--- src/rtl/ppep_pkg.sv ---
`timescale 1ns / 1ps

package ppep_pkg;

    // Page geometry and entry capacity
    localparam int PAGE_BYTES  = 4096;
    localparam int MAX_ENTRIES = 512;

    // Derived widths
    localparam int POS_W  = $clog2(PAGE_BYTES + 1);
    localparam int IDX_W  = $clog2(MAX_ENTRIES);

    // Request queue between parser and result stage
    localparam int QUEUE_DEPTH = 4;
    localparam int QPTR_W      = $clog2(QUEUE_DEPTH);
    localparam int QCNT_W      = $clog2(QUEUE_DEPTH + 1);

    // Field sizes in bytes, as the last byte's count value
    localparam logic [2:0] SHORT_LAST = 3'd1;
    localparam logic [2:0] HASH_LAST  = 3'd7;

    typedef enum logic [5:0] {
        PH_COUNT = 6'b000001,
        PH_INDEX = 6'b000010,
        PH_HASH  = 6'b000100,
        PH_LEN   = 6'b001000,
        PH_SKIP  = 6'b010000,
        PH_DONE  = 6'b100000
    } phase_t;

    // One pending result: which stored entry to look up plus its computed fields
    typedef struct packed {
        logic [IDX_W-1:0] idx;
        logic [48:0]      offset;
        logic [15:0]      length;
        logic             last;
        logic             overflow;
    } req_t;

    // Header store write port
    typedef struct packed {
        logic             idx_we;
        logic             hash_we;
        logic [IDX_W-1:0] addr;
        logic [15:0]      idx_data;
        logic [63:0]      hash_data;
    } wr_t;

    // Queue status seen by the parser
    typedef struct packed {
        logic full;
        logic busy;
    } qstat_t;

endpackage

--- src/rtl/ppep_queue.sv ---
`timescale 1ns / 1ps

module ppep_queue (
    input  logic                  aclk,
    input  logic                  aresetn,
    input  logic                  push,
    input  ppep_pkg::req_t        push_req,
    input  logic                  pop,
    output ppep_pkg::req_t        head,
    output logic                  empty,
    output ppep_pkg::qstat_t      qstat
);

    ppep_pkg::req_t                slot_reg [ppep_pkg::QUEUE_DEPTH];
    logic [ppep_pkg::QPTR_W-1:0]   wptr_reg, wptr_next;
    logic [ppep_pkg::QPTR_W-1:0]   rptr_reg, rptr_next;
    logic [ppep_pkg::QCNT_W-1:0]   count_reg, count_next;

    assign head       = slot_reg[rptr_reg];
    assign empty      = (count_reg == '0);
    assign qstat.full = (count_reg == ppep_pkg::QCNT_W'(ppep_pkg::QUEUE_DEPTH));
    assign qstat.busy = !empty;

    // Pointer and fill bookkeeping
    always_comb begin
        wptr_next  = push ? wptr_reg + ppep_pkg::QPTR_W'(1) : wptr_reg;
        rptr_next  = pop  ? rptr_reg + ppep_pkg::QPTR_W'(1) : rptr_reg;
        count_next = count_reg;
        if (push && !pop) begin
            count_next = count_reg + ppep_pkg::QCNT_W'(1);
        end else if (pop && !push) begin
            count_next = count_reg - ppep_pkg::QCNT_W'(1);
        end
    end

    always_ff @(posedge aclk) begin
        if (!aresetn) begin
            wptr_reg  <= '0;
            rptr_reg  <= '0;
            count_reg <= '0;
        end else begin
            wptr_reg  <= wptr_next;
            rptr_reg  <= rptr_next;
            count_reg <= count_next;
        end
    end

    // Slot storage
    always_ff @(posedge aclk) begin
        if (push) begin
            slot_reg[wptr_reg] <= push_req;
        end
    end

`ifndef ASSERT_OFF
    a_no_overfill: assert property (@(posedge aclk) disable iff (!aresetn)
        count_reg <= ppep_pkg::QCNT_W'(ppep_pkg::QUEUE_DEPTH))
        else $error("request queue overfilled");
    a_no_pop_empty: assert property (@(posedge aclk) disable iff (!aresetn)
        pop |-> !empty)
        else $error("request queue popped while empty");
    a_count_track: assert property (@(posedge aclk) disable iff (!aresetn)
        (push && !pop) |=> (count_reg == $past(count_reg) + ppep_pkg::QCNT_W'(1)))
        else $error("request queue count lost a push");
`endif

endmodule

--- config.mk ---
export PLATFORM = sky130hd
export DESIGN_NAME = ppep_queue
export DESIGN_NICKNAME = d
export VERILOG_FILES = /design/src/rtl/ppep_pkg.sv /design/src/rtl/ppep_queue.sv
export SDC_FILE = /design/constraint.sdc
export NUM_CORES = 1
export LEC_CHECK = 0
export ABC_AREA = 1
export BUFFER_PORTS_ARGS = -buffer_cell sky130_fd_sc_hd__buf_4
export CORE_UTILIZATION = 30
export DETAILED_ROUTE_END_ITERATION = 16
export GPL_TIMING_DRIVEN = 1
export SLEW_MARGIN = 30
export SYNTH_ARGS = -nofsm -noshare
export SYNTH_HDL_FRONTEND = slang
export SYNTH_SLANG_ARGS = --single-unit
--- constraint.sdc ---
create_clock -name aclk -period 4.44 [get_ports aclk]
set_input_delay 0.888 -clock aclk [delete_from_list [all_inputs] [get_ports aclk]]
set_output_delay 0.888 -clock aclk [all_outputs]
set_load 0.005 [all_outputs]
==> flow_metrics.env <==
export IMPL_pwr_share_seq=0.506
export IMPL_cts_path_max_buffers=3
export IMPL_port_buffers=158
export IMPL_path_max_fanout=152
export IMPL_fmax_mhz=288
export IMPL_avgSynthCellArea_um2=14.9
export IMPL_leakagePower_uw=0.00500
export IMPL_clock_sinks=313
export IMPL_grt_pass1_wl_mm=39.4
export IMPL_regToRegSetupSlack_ns=2.56
export IMPL_tightest_slew_ns=0.949
export IMPL_required_ns=3.55
export IMPL_ys_warn_count=0
export IMPL_holdCritPathClass="flop to flop"
export IMPL_cp_arrival_ns=2.58
export IMPL_synthTopCellsByArea="edfxtp_1 77%, o21ai_0 6.5%, nor2_1 4.5%"
export IMPL_cts_resized=0
export IMPL_slew_viol_final=0
export IMPL_largest_register_ffs=304
export IMPL_p_per_area_nw_per_um2=465
export IMPL_p_comb_frac=0.090
export IMPL_fin_tns_setup_ns=0
export IMPL_core_um2=38800
export IMPL_finalSetupViolations=0
export IMPL_root_buffer="clkbuf_16"
export IMPL_ys_types=26
export IMPL_ir_drop_v=0.000294
export IMPL_slew_headroom=0.368
export IMPL_postCtsHoldBufs=0
export IMPL_placed_cell_area_um2=13400
export IMPL_grt_max_degree=153
export IMPL_dp_hpwl_mm=13.7
export IMPL_drc=0
export IMPL_start_kind="flop"
export IMPL_post_route_min_period_ns=3.47
export IMPL_die_w_um=201
export IMPL_p_clk_frac=0.404
export IMPL_rows=72
export IMPL_critPathKind="flop to primary output"
export IMPL_p_int_uw=5270
export IMPL_synth_area_leader_cell="edfxtp_1"
export IMPL_synth_ff_type="edfxtp_1"
export IMPL_ys_seq_elements=313
export IMPL_rsz0062_at_grt="no"
export IMPL_vias=6967
export IMPL_fill_cells=3711
export IMPL_endpoint_kind="primary output"
export IMPL_htreeDepth=2
export IMPL_yosysMostFrequentCell="edfxtp_1"
export IMPL_io_pins=159
export IMPL_stdcell_area_um2=14500
export IMPL_ys_seq_area_frac=0.786
export IMPL_p_sw_frac=0.220
export IMPL_finalHoldViolCount=0
export IMPL_status="complete, no violations"
export IMPL_post_drt_wl_per_cell_um=17.2
export IMPL_finalCritPeriodShare=0.782
export IMPL_first_global_vias=6828
export IMPL_antenna_found_initial=1
export IMPL_via_per_inst=4.67
export IMPL_drtPass1Iterations=4
export IMPL_ys_async_sr_fraction=0
export IMPL_syn_to_final_growth_pct=22.6
export IMPL_drt_total_wl_mm=25.7
export IMPL_cts_tree="yes"
export IMPL_final_antenna_net_count=0
export IMPL_clk_latency_ns=0.53
export IMPL_fin_nets=1036
export IMPL_start_util=0.305
export IMPL_die_h_um=201
export IMPL_cts_clk_slew_worst_paths_ns=0.05
export IMPL_fin_skew_ns=0.0221
export IMPL_grt_ovfl_total=0
export IMPL_grt_usage=0.127
export IMPL_drv_cap=0
export IMPL_cts_inserted_buffers=35
export IMPL_post_cts_buffers=0
export IMPL_drtIter0Drc=310
export IMPL_synth_top_cell_area_share=0.771
export IMPL_switching_power_uw=1490
export IMPL_synth_edff_count=304
export IMPL_final_layout_size_suffix_gt1_frac=0.248
export IMPL_syn_instance_count=794
export IMPL_syn_cell_area_um2=11800
export IMPL_syn_nets=880
export IMPL_die_area_um2=40300
export IMPL_gp_congestion=0.686
export IMPL_synthTopCellsByCount="304 x edfxtp_1, 154 x o21ai_0, 141 x nor2_1"
==> kinds of logic (layout without fill, tap and decap cells) <==
family	Yosys count	count (layout)	synth area share
DFF	313	313	0.786
AOI/OAI and AO/OA	238	238	0.111
buffers and inverters	67	247	0.0379
other	0	1	0
and+or+nand+nor	170	170	0.0578
adders and majority gates	6	6	0.00697
==> cell type report <==
class / count / area [um2] / area share
sequential: 313 / 9320 / 0.642
multi-input combinational: 414 / 2080 / 0.144
timing repair buffer: 168 / 1300 / 0.0894
clock buffer: 47 / 963 / 0.0664
tap: 518 / 648 / 0.0446
clock inverter: 14 / 116 / 0.00801
inverter: 18 / 90.1 / 0.00620
antenna: 1 / 2.50 / 0.000172
==> routing by layer <==
layer / vias up / track usage / share of wire
li1: 3304 / - / -
met1: 3425 / 0.163 / 0.44
met2: 192 / 0.202 / 0.47
met3: 46 / 0.0375 / 0.071
met4: 0 / 0.0518 / 0.024
met5: - / 0 / 0
==> stage by stage <==
step	power [uW]	hold slack [ns]	cells	util	setup WS (ns)
finish	6760	0.440	1493	0.374	0.968
CTS	6860	0.433	1492	0.374	0.985
global placement	4090	0.419	1431	0.346	1.62
global route	7010	0.468	1492	0.374	0.756
detailed placement	4100	0.421	1431	0.346	1.55
floorplan	3780	0.412	794	-	1.61
==> layout by cell type, fill, tap and decap left out <==
| cell type | Yosys | layout |
|---|---|---|
| clkinv_4 | 0 | 1 |
| inv_2 | 1 | 1 |
| nor3_1 | 2 | 2 |
| ha_1 | 5 | 5 |
| buf_12 | 2 | 3 |
| clkinv_1 | 0 | 6 |
| nor2_2 | 16 | 16 |
| a21oi_1 | 4 | 4 |
| bufinv_16 | 0 | 2 |
| inv_8 | 1 | 1 |
| nand2_1 | 9 | 9 |
| o22ai_2 | 5 | 5 |
| clkbuf_1 | 13 | 10 |
| dfxtp_4 | 0 | 2 |
| clkbuf_16 | 0 | 37 |
| nand3_1 | 1 | 1 |
| o22ai_1 | 71 | 71 |
| clkinv_2 | 0 | 5 |
| dfxtp_1 | 9 | 7 |
| o21ai_0 | 154 | 154 |
| nor2_1 | 141 | 141 |
| buf_4 | 7 | 165 |
| inv_4 | 0 | 2 |
| o21ai_1 | 4 | 4 |
| edfxtp_1 | 304 | 304 |
| inv_6 | 0 | 2 |
| inv_1 | 16 | 12 |
| fa_1 | 1 | 1 |
| diode_2 | 0 | 1 |
| nand4_1 | 1 | 1 |
==> critical path, stage by stage, from the launching register on <==
cell and delay, ns:
dfxtp_4 0.81, inv_8 0.44, o21ai_0 0.36, o22ai_1 0.14, buf_4 0.16
==> power groups by stage <==
stage / Clock (uW) / Sequential, uW / Combinational (uW)
after floorplan: 0 / 3470 / 311
after global placement: 0 / 3480 / 612
after detailed placement: 0 / 3480 / 620
after CTS: 2820 / 3420 / 623
after global routing: 2910 / 3430 / 675
final: 2730 / 3420 / 606
==> path summary, 6_finish.rpt <==
path,startpoint,to,depth (start not counted)
setup / recovery,flop,head[35],4
hold / removal,rptr_reg[1]$_SDFFE_PN0P_,flop,1
setup reg to reg,wptr_reg[0]$_SDFFE_PN0P_,slot_reg[3][29]$_DFFE_PP_,4
hold reg to reg,rptr_reg[1]$_SDFFE_PN0P_,flop,1
No activity file was read; power rests on OpenSTA's default activity.
