File: config.mk
export PLATFORM = sky130hd
export DESIGN_NAME = ppep_front
export DESIGN_NICKNAME = d
export VERILOG_FILES = /design/src/rtl/ppep_pkg.sv /design/src/rtl/ppep_front.sv
export SDC_FILE = /design/constraint.sdc
export NUM_CORES = 1
export LEC_CHECK = 0
export ABC_AREA = 1
export BUFFER_PORTS_ARGS = -buffer_cell sky130_fd_sc_hd__buf_2
export CORE_MARGIN = 2
export CORE_UTILIZATION = 30
export DETAILED_ROUTE_END_ITERATION = 16
export HOLD_SLACK_MARGIN = 0.1
export SKIP_CTS_REPAIR_TIMING = 1
export SYNTH_ARGS = -nofsm -noshare
export SYNTH_HDL_FRONTEND = slang
export SYNTH_SLANG_ARGS = --single-unit
File: constraint.sdc
create_clock -name aclk -period 4.71 [get_ports aclk]
set_input_delay 0.942 -clock aclk [delete_from_list [all_inputs] [get_ports aclk]]
set_output_delay 0.942 -clock aclk [all_outputs]
set_load 0.01 [all_outputs]
File: src/rtl/ppep_pkg.sv
`timescale 1ns / 1ps

package ppep_pkg;

    // Page geometry and entry capacity
    localparam int PAGE_BYTES  = 4096;
    localparam int MAX_ENTRIES = 512;

    // Derived widths
    localparam int POS_W  = $clog2(PAGE_BYTES + 1);
    localparam int IDX_W  = $clog2(MAX_ENTRIES);

    // Request queue between parser and result stage
    localparam int QUEUE_DEPTH = 4;
    localparam int QPTR_W      = $clog2(QUEUE_DEPTH);
    localparam int QCNT_W      = $clog2(QUEUE_DEPTH + 1);

    // Field sizes in bytes, as the last byte's count value
    localparam logic [2:0] SHORT_LAST = 3'd1;
    localparam logic [2:0] HASH_LAST  = 3'd7;

    typedef enum logic [5:0] {
        PH_COUNT = 6'b000001,
        PH_INDEX = 6'b000010,
        PH_HASH  = 6'b000100,
        PH_LEN   = 6'b001000,
        PH_SKIP  = 6'b010000,
        PH_DONE  = 6'b100000
    } phase_t;

    // One pending result: which stored entry to look up plus its computed fields
    typedef struct packed {
        logic [IDX_W-1:0] idx;
        logic [48:0]      offset;
        logic [15:0]      length;
        logic             last;
        logic             overflow;
    } req_t;

    // Header store write port
    typedef struct packed {
        logic             idx_we;
        logic             hash_we;
        logic [IDX_W-1:0] addr;
        logic [15:0]      idx_data;
        logic [63:0]      hash_data;
    } wr_t;

    // Queue status seen by the parser
    typedef struct packed {
        logic full;
        logic busy;
    } qstat_t;

endpackage

File: src/rtl/ppep_front.sv
`timescale 1ns / 1ps

module ppep_front (
    input  logic                  aclk,
    input  logic                  aresetn,
    input  logic                  s_valid,
    output logic                  s_ready,
    input  logic [7:0]            s_data_byte,
    input  logic [47:0]           s_page_base,
    input  logic                  s_page_first,
    input  ppep_pkg::qstat_t      qstat,
    output logic                  push,
    output ppep_pkg::req_t        push_req,
    output ppep_pkg::wr_t         wr,
    output logic                  hdr_phase
);

    ppep_pkg::phase_t                 phase_reg, phase_next, phase_e;
    logic [ppep_pkg::POS_W-1:0]       pos_reg, pos_next, pos_e;
    logic [15:0]                      total_reg, total_next, total_e;
    logic [15:0]                      cursor_reg, cursor_next, cursor_e;
    logic [63:0]                      shift_reg, shift_next, shift_e, shift_in;
    logic [2:0]                       cnt_reg, cnt_next, cnt_e;
    logic [15:0]                      skip_reg, skip_next, skip_e;
    logic [47:0]                      base_reg, base_next, base_e;
    logic                             accept;
    logic [15:0]                      field16;
    logic [15:0]                      cursor_inc;
    logic [15:0]                      kept;
    logic [16:0]                      cursor_inc_w;

    // Header phases write the store; hold them off while older lookups are pending
    assign hdr_phase = (phase_reg == ppep_pkg::PH_INDEX) || (phase_reg == ppep_pkg::PH_HASH);
    assign s_ready   = !qstat.full && !(qstat.busy && hdr_phase);
    assign accept    = s_valid && s_ready;

    // State as seen after an optional page restart
    always_comb begin
        if (s_page_first) begin
            phase_e  = ppep_pkg::PH_COUNT;
            pos_e    = '0;
            total_e  = '0;
            cursor_e = '0;
            shift_e  = '0;
            cnt_e    = '0;
            skip_e   = '0;
            base_e   = s_page_base;
        end else begin
            phase_e  = phase_reg;
            pos_e    = pos_reg;
            total_e  = total_reg;
            cursor_e = cursor_reg;
            shift_e  = shift_reg;
            cnt_e    = cnt_reg;
            skip_e   = skip_reg;
            base_e   = base_reg;
        end
    end

    // Little-endian assembly: new byte enters at the top
    assign shift_in     = {s_data_byte, shift_e[63:8]};
    assign field16      = shift_in[63:48];
    assign cursor_inc   = cursor_e + 16'd1;
    assign cursor_inc_w = {1'b0, cursor_e} + 17'd1;
    assign kept         = (total_e > 16'(ppep_pkg::MAX_ENTRIES)) ?
                          16'(ppep_pkg::MAX_ENTRIES) : total_e;

    // Parser step
    always_comb begin
        phase_next  = phase_reg;
        pos_next    = pos_reg;
        total_next  = total_reg;
        cursor_next = cursor_reg;
        shift_next  = shift_reg;
        cnt_next    = cnt_reg;
        skip_next   = skip_reg;
        base_next   = base_reg;
        push        = 1'b0;
        push_req    = '0;
        wr          = '0;
        wr.addr     = cursor_e[ppep_pkg::IDX_W-1:0];
        wr.idx_data = field16;
        wr.hash_data = shift_in;

        if (accept) begin
            phase_next  = phase_e;
            pos_next    = pos_e;
            total_next  = total_e;
            cursor_next = cursor_e;
            shift_next  = shift_e;
            cnt_next    = cnt_e;
            skip_next   = skip_e;
            base_next   = base_e;

            if (pos_e < ppep_pkg::POS_W'(ppep_pkg::PAGE_BYTES)) begin
                pos_next   = pos_e + ppep_pkg::POS_W'(1);
                shift_next = shift_in;
                cnt_next   = cnt_e + 3'd1;
                unique case (phase_e)
                    ppep_pkg::PH_COUNT: begin
                        if (cnt_e == ppep_pkg::SHORT_LAST) begin
                            total_next  = field16;
                            cursor_next = '0;
                            cnt_next    = '0;
                            phase_next  = (field16 == 16'd0) ? ppep_pkg::PH_DONE
                                                             : ppep_pkg::PH_INDEX;
                        end
                    end
                    ppep_pkg::PH_INDEX: begin
                        if (cnt_e == ppep_pkg::SHORT_LAST) begin
                            wr.idx_we  = cursor_e < 16'(ppep_pkg::MAX_ENTRIES);
                            cnt_next   = '0;
                            phase_next = ppep_pkg::PH_HASH;
                        end
                    end
                    ppep_pkg::PH_HASH: begin
                        if (cnt_e == ppep_pkg::HASH_LAST) begin
                            wr.hash_we = cursor_e < 16'(ppep_pkg::MAX_ENTRIES);
                            cnt_next   = '0;
                            if (cursor_inc >= total_e) begin
                                cursor_next = '0;
                                phase_next  = ppep_pkg::PH_LEN;
                            end else begin
                                cursor_next = cursor_inc;
                                phase_next  = ppep_pkg::PH_INDEX;
                            end
                        end
                    end
                    ppep_pkg::PH_LEN: begin
                        if (cnt_e == ppep_pkg::SHORT_LAST) begin
                            cnt_next          = '0;
                            push              = 1'b1;
                            push_req.idx      = (cursor_e < 16'(ppep_pkg::MAX_ENTRIES)) ?
                                                cursor_e[ppep_pkg::IDX_W-1:0] : '0;
                            push_req.offset   = 49'(base_e) + 49'(pos_e) + 49'd1;
                            push_req.length   = field16;
                            push_req.last     = cursor_inc_w >= {1'b0, kept};
                            push_req.overflow = total_e > 16'(ppep_pkg::MAX_ENTRIES);
                            cursor_next       = cursor_inc;
                            if (push_req.last) begin
                                phase_next = ppep_pkg::PH_DONE;
                            end else if (field16 == 16'd0) begin
                                phase_next = ppep_pkg::PH_LEN;
                            end else begin
                                skip_next  = field16;
                                phase_next = ppep_pkg::PH_SKIP;
                            end
                        end
                    end
                    ppep_pkg::PH_SKIP: begin
                        shift_next = shift_e;
                        cnt_next   = cnt_e;
                        skip_next  = (skip_e != 16'd0) ? skip_e - 16'd1 : skip_e;
                        if (skip_next == 16'd0) begin
                            phase_next = ppep_pkg::PH_LEN;
                        end
                    end
                    ppep_pkg::PH_DONE: begin
                        shift_next = shift_e;
                        cnt_next   = cnt_e;
                    end
                    default: begin
                        shift_next = shift_e;
                        cnt_next   = cnt_e;
                    end
                endcase
            end
        end
    end

    // Parser registers
    always_ff @(posedge aclk) begin
        if (!aresetn) begin
            phase_reg  <= ppep_pkg::PH_COUNT;
            pos_reg    <= '0;
            total_reg  <= '0;
            cursor_reg <= '0;
            cnt_reg    <= '0;
            skip_reg   <= '0;
            base_reg   <= '0;
        end else begin
            phase_reg  <= phase_next;
            pos_reg    <= pos_next;
            total_reg  <= total_next;
            cursor_reg <= cursor_next;
            cnt_reg    <= cnt_next;
            skip_reg   <= skip_next;
            base_reg   <= base_next;
        end
    end

    // Field assembly register; every field is fully shifted in before use
    always_ff @(posedge aclk) begin
        shift_reg <= shift_next;
    end

endmodule

==> impl_metrics.py <==
metrics = {
    "outcome": {
        "outcome": "complete, no violations",
    },
    "setup_path": {
        "crit_arrival_ps": 3680,
        "end_kind": "output pin",
        "critPathBufInv": 7,
        "timing.rr.end": "skip_reg[1]",
        "critPathLaunchType": "input port",
        "r2r_cells": 13,
        "cp_max_fo": 8,
        "crit_family": "simple AND/OR/NAND/NOR gates",
        "crit_slowest_cell": "ha_1",
        "regToRegStartpoint": "phase_reg[1]",
        "crit_top_cell": "nor2_4",
        "cpPeakStageDelay_ps": 310,
        "crit_type": "in2out",
        "r2r_slack_ps": 1150,
        "worstPathCellList": "buf_12 > buf_12 > nor2_4 > ha_4 > nand3_4 > nor2_4 > buf_4 > nand2_1 > nor2_1 > nand3_1 > xor2_2 > inv_1 > ha_1 > nand2_1 > inv_1 > nand4_1 > nor3_2 > nor2_1 > nand2_2 > inv_2 > nor2_4 > buf_6",
        "crit_required_ps": 3770,
    },
    "timing": {
        "max_slew_margin": 0.4233,
        "worst_slack_ps": 92.46,
        "finalClockSkew_ps": 17.15,
        "rsz0062_at_grt": "yes",
        "finalCritPeriodShare": 0.9804,
        "setup_violations": 0,
        "tightest_slew_ps": 865.0,
        "hold_viol_final": 0,
        "fmax_ghz": 0.2166,
        "final_max_slew_viol_count": 0,
        "min_period_ps": 4618,
    },
    "clock_network": {
        "clockBufferDepth": 2,
        "path_clk_slew_ps": 80,
        "cts_num_sinks": 174,
        "cts_root_buf": "clkbuf_16",
        "numCtsBuffers": 17,
        "clk_latency_ps": 470,
        "cts_tree": "built",
        "htree_levels": 4,
    },
    "floorplan": {
        "core_um2": 45090,
        "die_x_um": 217.3,
        "initial_core_util": 0.3026,
        "ios": 232,
        "die_area_um2": 47200,
        "die_h_um": 217.3,
        "core.rowCount": 78,
    },
    "power": {
        "p_leak_uw": 0.008002,
        "p_per_area_nw_per_um2": 248.5,
        "vdd_ir_drop_max_mv": 0.1809,
    },
    "route": {
        "antenna_left": 0,
        "drtIter0Drc": 1179,
        "firstDrtPassIters": 5,
        "routed_wl_um": 49960,
        "drc": 0,
        "vias": 14860,
        "wl_per_cell_um": 16.92,
        "viasPerCell": 5.033,
    },
    "synth": {
        "synth-seq-area-share": 0.2964,
        "synth_cell_types": 62,
        "syn_area_per_cell_um2": 6.491,
        "ys_ff_latch": 174,
        "synth_edf_count": 56,
        "yosysWarningCount": 0,
        "synth_cells": 2102,
        "ys.flop_type": "dfxtp_1",
        "async_flop_share": 0,
        "synth_area_um2": 13640,
    },
    "layout": {
        "regArea_um2": 4044,
        "num-fill-cells": 4913,
        "fin_cells": 2953,
        "final_area_um2": 16490,
        "layout-drive-gt1-share": 0.2037,
        "nets": 2454,
        "multi_input_area_um2": 7906,
        "largest_reg_flops": 56,
        "syn2layout_area_growth_pct": 20.88,
    },
    "placement": {
        "place_hpwl_um": 37290,
        "port_buffers": 231,
        "preCtsSetupSlack_ps": 32.51,
        "gp_congestion": 0.9535,
        "dp_cells": 2913,
        "placed_cell_area_um2": 15740,
    },
    "grt": {
        "grt_pass1_wl_um": 76380,
        "grtUsageTotal": 0.2059,
        "grt_max_degree": 77,
        "grt-ovfl-total": 0,
        "grt_pass1_vias": 13860,
        "antenna_found_initial": 3,
    },
    "worst_hold_path": {
        "hp-class": "reg2reg",
        "holdCritStartpoint": "base_reg[1]",
        "hold_end": "base_reg[1]",
        "min_path_cells": 2,
    },
    "run": {
        "cap_violations": 0,
    },
}
-- report_power, final --
part / switching, µW / internal, µW / total (µW)
registers: 38.9 / 1650 / 1690
clock network: 739 / 712 / 1450
logic: 652 / 310 / 962
total: 1430 / 2670 / 4100
-- stage by stage --
| step | util | TNS [ps] | total power [µW] | hold WS [ps] |
|---|---|---|---|---|
| after floorplan | - | -32.30 | 2361 | 424.4 |
| after global placement | 0.3490 | 0 | 2653 | 434.6 |
| after detailed placement | 0.3490 | 0 | 2664 | 441.1 |
| after CTS | 0.3619 | 0 | 4128 | 453.3 |
| after global routing | 0.3658 | -88.68 | 4317 | 474.1 |
| final | 0.3658 | 0 | 4099 | 449.6 |
-- metal layers --
metal  up-vias  part of all wire  track usage
met5         -           0.00040            0
met4         4             0.030      0.07374
met3        87             0.057      0.03242
met2       455              0.47       0.3419
met1      6914              0.44       0.2699
li1       7402                 -            -
-- kinds of logic (layout without fill, tap and decap cells) --
kind of cell,Yosys count,in the layout,synth area share
buffers and inverters,437,682,0.1373
AOI/OAI and AO/OA,521,521,0.2116
other,1,7,0.0002748
DFF,174,174,0.2964
xor gates and xnor gates,28,28,0.01797
adders and majority gates,53,53,0.04915
and+or+nand+nor,875,875,0.2778
muxes,13,13,0.009537
-- cell usage after synthesis, drive strengths merged (2+ instances only) --
cell    count  area share
clkbuf     52       0.014
dfxtp     118        0.17
nor3       41       0.018
o21a        4      0.0022
o22ai      16      0.0073
nor4       12      0.0066
o31ai       3      0.0017
a211oi      4      0.0022
o21ai     237       0.087
nor3b       3      0.0017
nand4      23       0.011
nand3      72       0.028
buf        73       0.037
nand2     480        0.13
and3        3      0.0014
or2        24       0.011
o221a       5      0.0041
nor2      210       0.063
o211ai     42       0.023
mux2i      13      0.0095
o211a       3      0.0022
nand3b      6      0.0033
a21oi     181       0.067
xnor2       7      0.0045
edfxtp     56        0.12
a31oi       8      0.0037
o21bai      2      0.0011
ha         52       0.048
xor2       21       0.013
inv       311       0.086
a22oi       2      0.0011
o221ai      5      0.0032
a21o        2      0.0011
-- cell usage in the layout, fill, tap and decap left out, drive strengths merged, types with 4 or more instances in the layout --
cell and count:
o21a 4, clkbuf 17, o211ai 42, o22ai 16, o221a 5, mux2i 13
o221ai 5, a31oi 8, buf 337, nor2 210, dfxtp 118, xnor2 7
nand3 72, nor3 41, clkinv 6, ha 52, a21oi 181, nand3b 6
edfxtp 56, nand2 480, or2 24, o21ai 237, inv 322, xor2 21
a211oi 4, nor4 12, conb 6, nand4 23
-- worst max-delay path by stage --
stage | cells after the start | slack (ps) | end | start
2_1_floorplan | 23 | -20 | push_req[58] | s_page_first
3_3_place_gp | 24 | 90 | push_req[1] | s_page_first
3_5_place_dp | 24 | 30 | push_req[1] | s_page_first
4_1_cts | 24 | 10 | push_req[1] | s_page_first
5_1_grt | 22 | -70 | push_req[1] | s_page_first
6_report | 22 | 90 | push_req[1] | s_page_first
-- worst register-to-register path, stage by stage, from the launching register on --
cell	delay [ps]
dfxtp_1	400
nand2_1	60
nor3b_1	160
buf_4	160
nand2_1	120
nand2_1	90
inv_2	60
nand2_2	250
inv_4	400
buf_4	560
buf_4	780
o21ai_0	210
nor2_1	140
a21oi_1	80
-- final cells by class --
type | instances | share of cell area
Antenna cell | 1 | 0.0001517
Clock buffer | 17 | 0.02579
Clock inverter | 15 | 0.009407
Inverter | 312 | 0.07192
Multi-Input combinational cell | 1496 | 0.4794
Sequential cell | 174 | 0.2452
Tap cell | 600 | 0.04552
Timing Repair Buffer | 337 | 0.1221
Timing Repair inverter | 1 | 0.0005310
No activity file was read; power rests on OpenSTA's default activity.
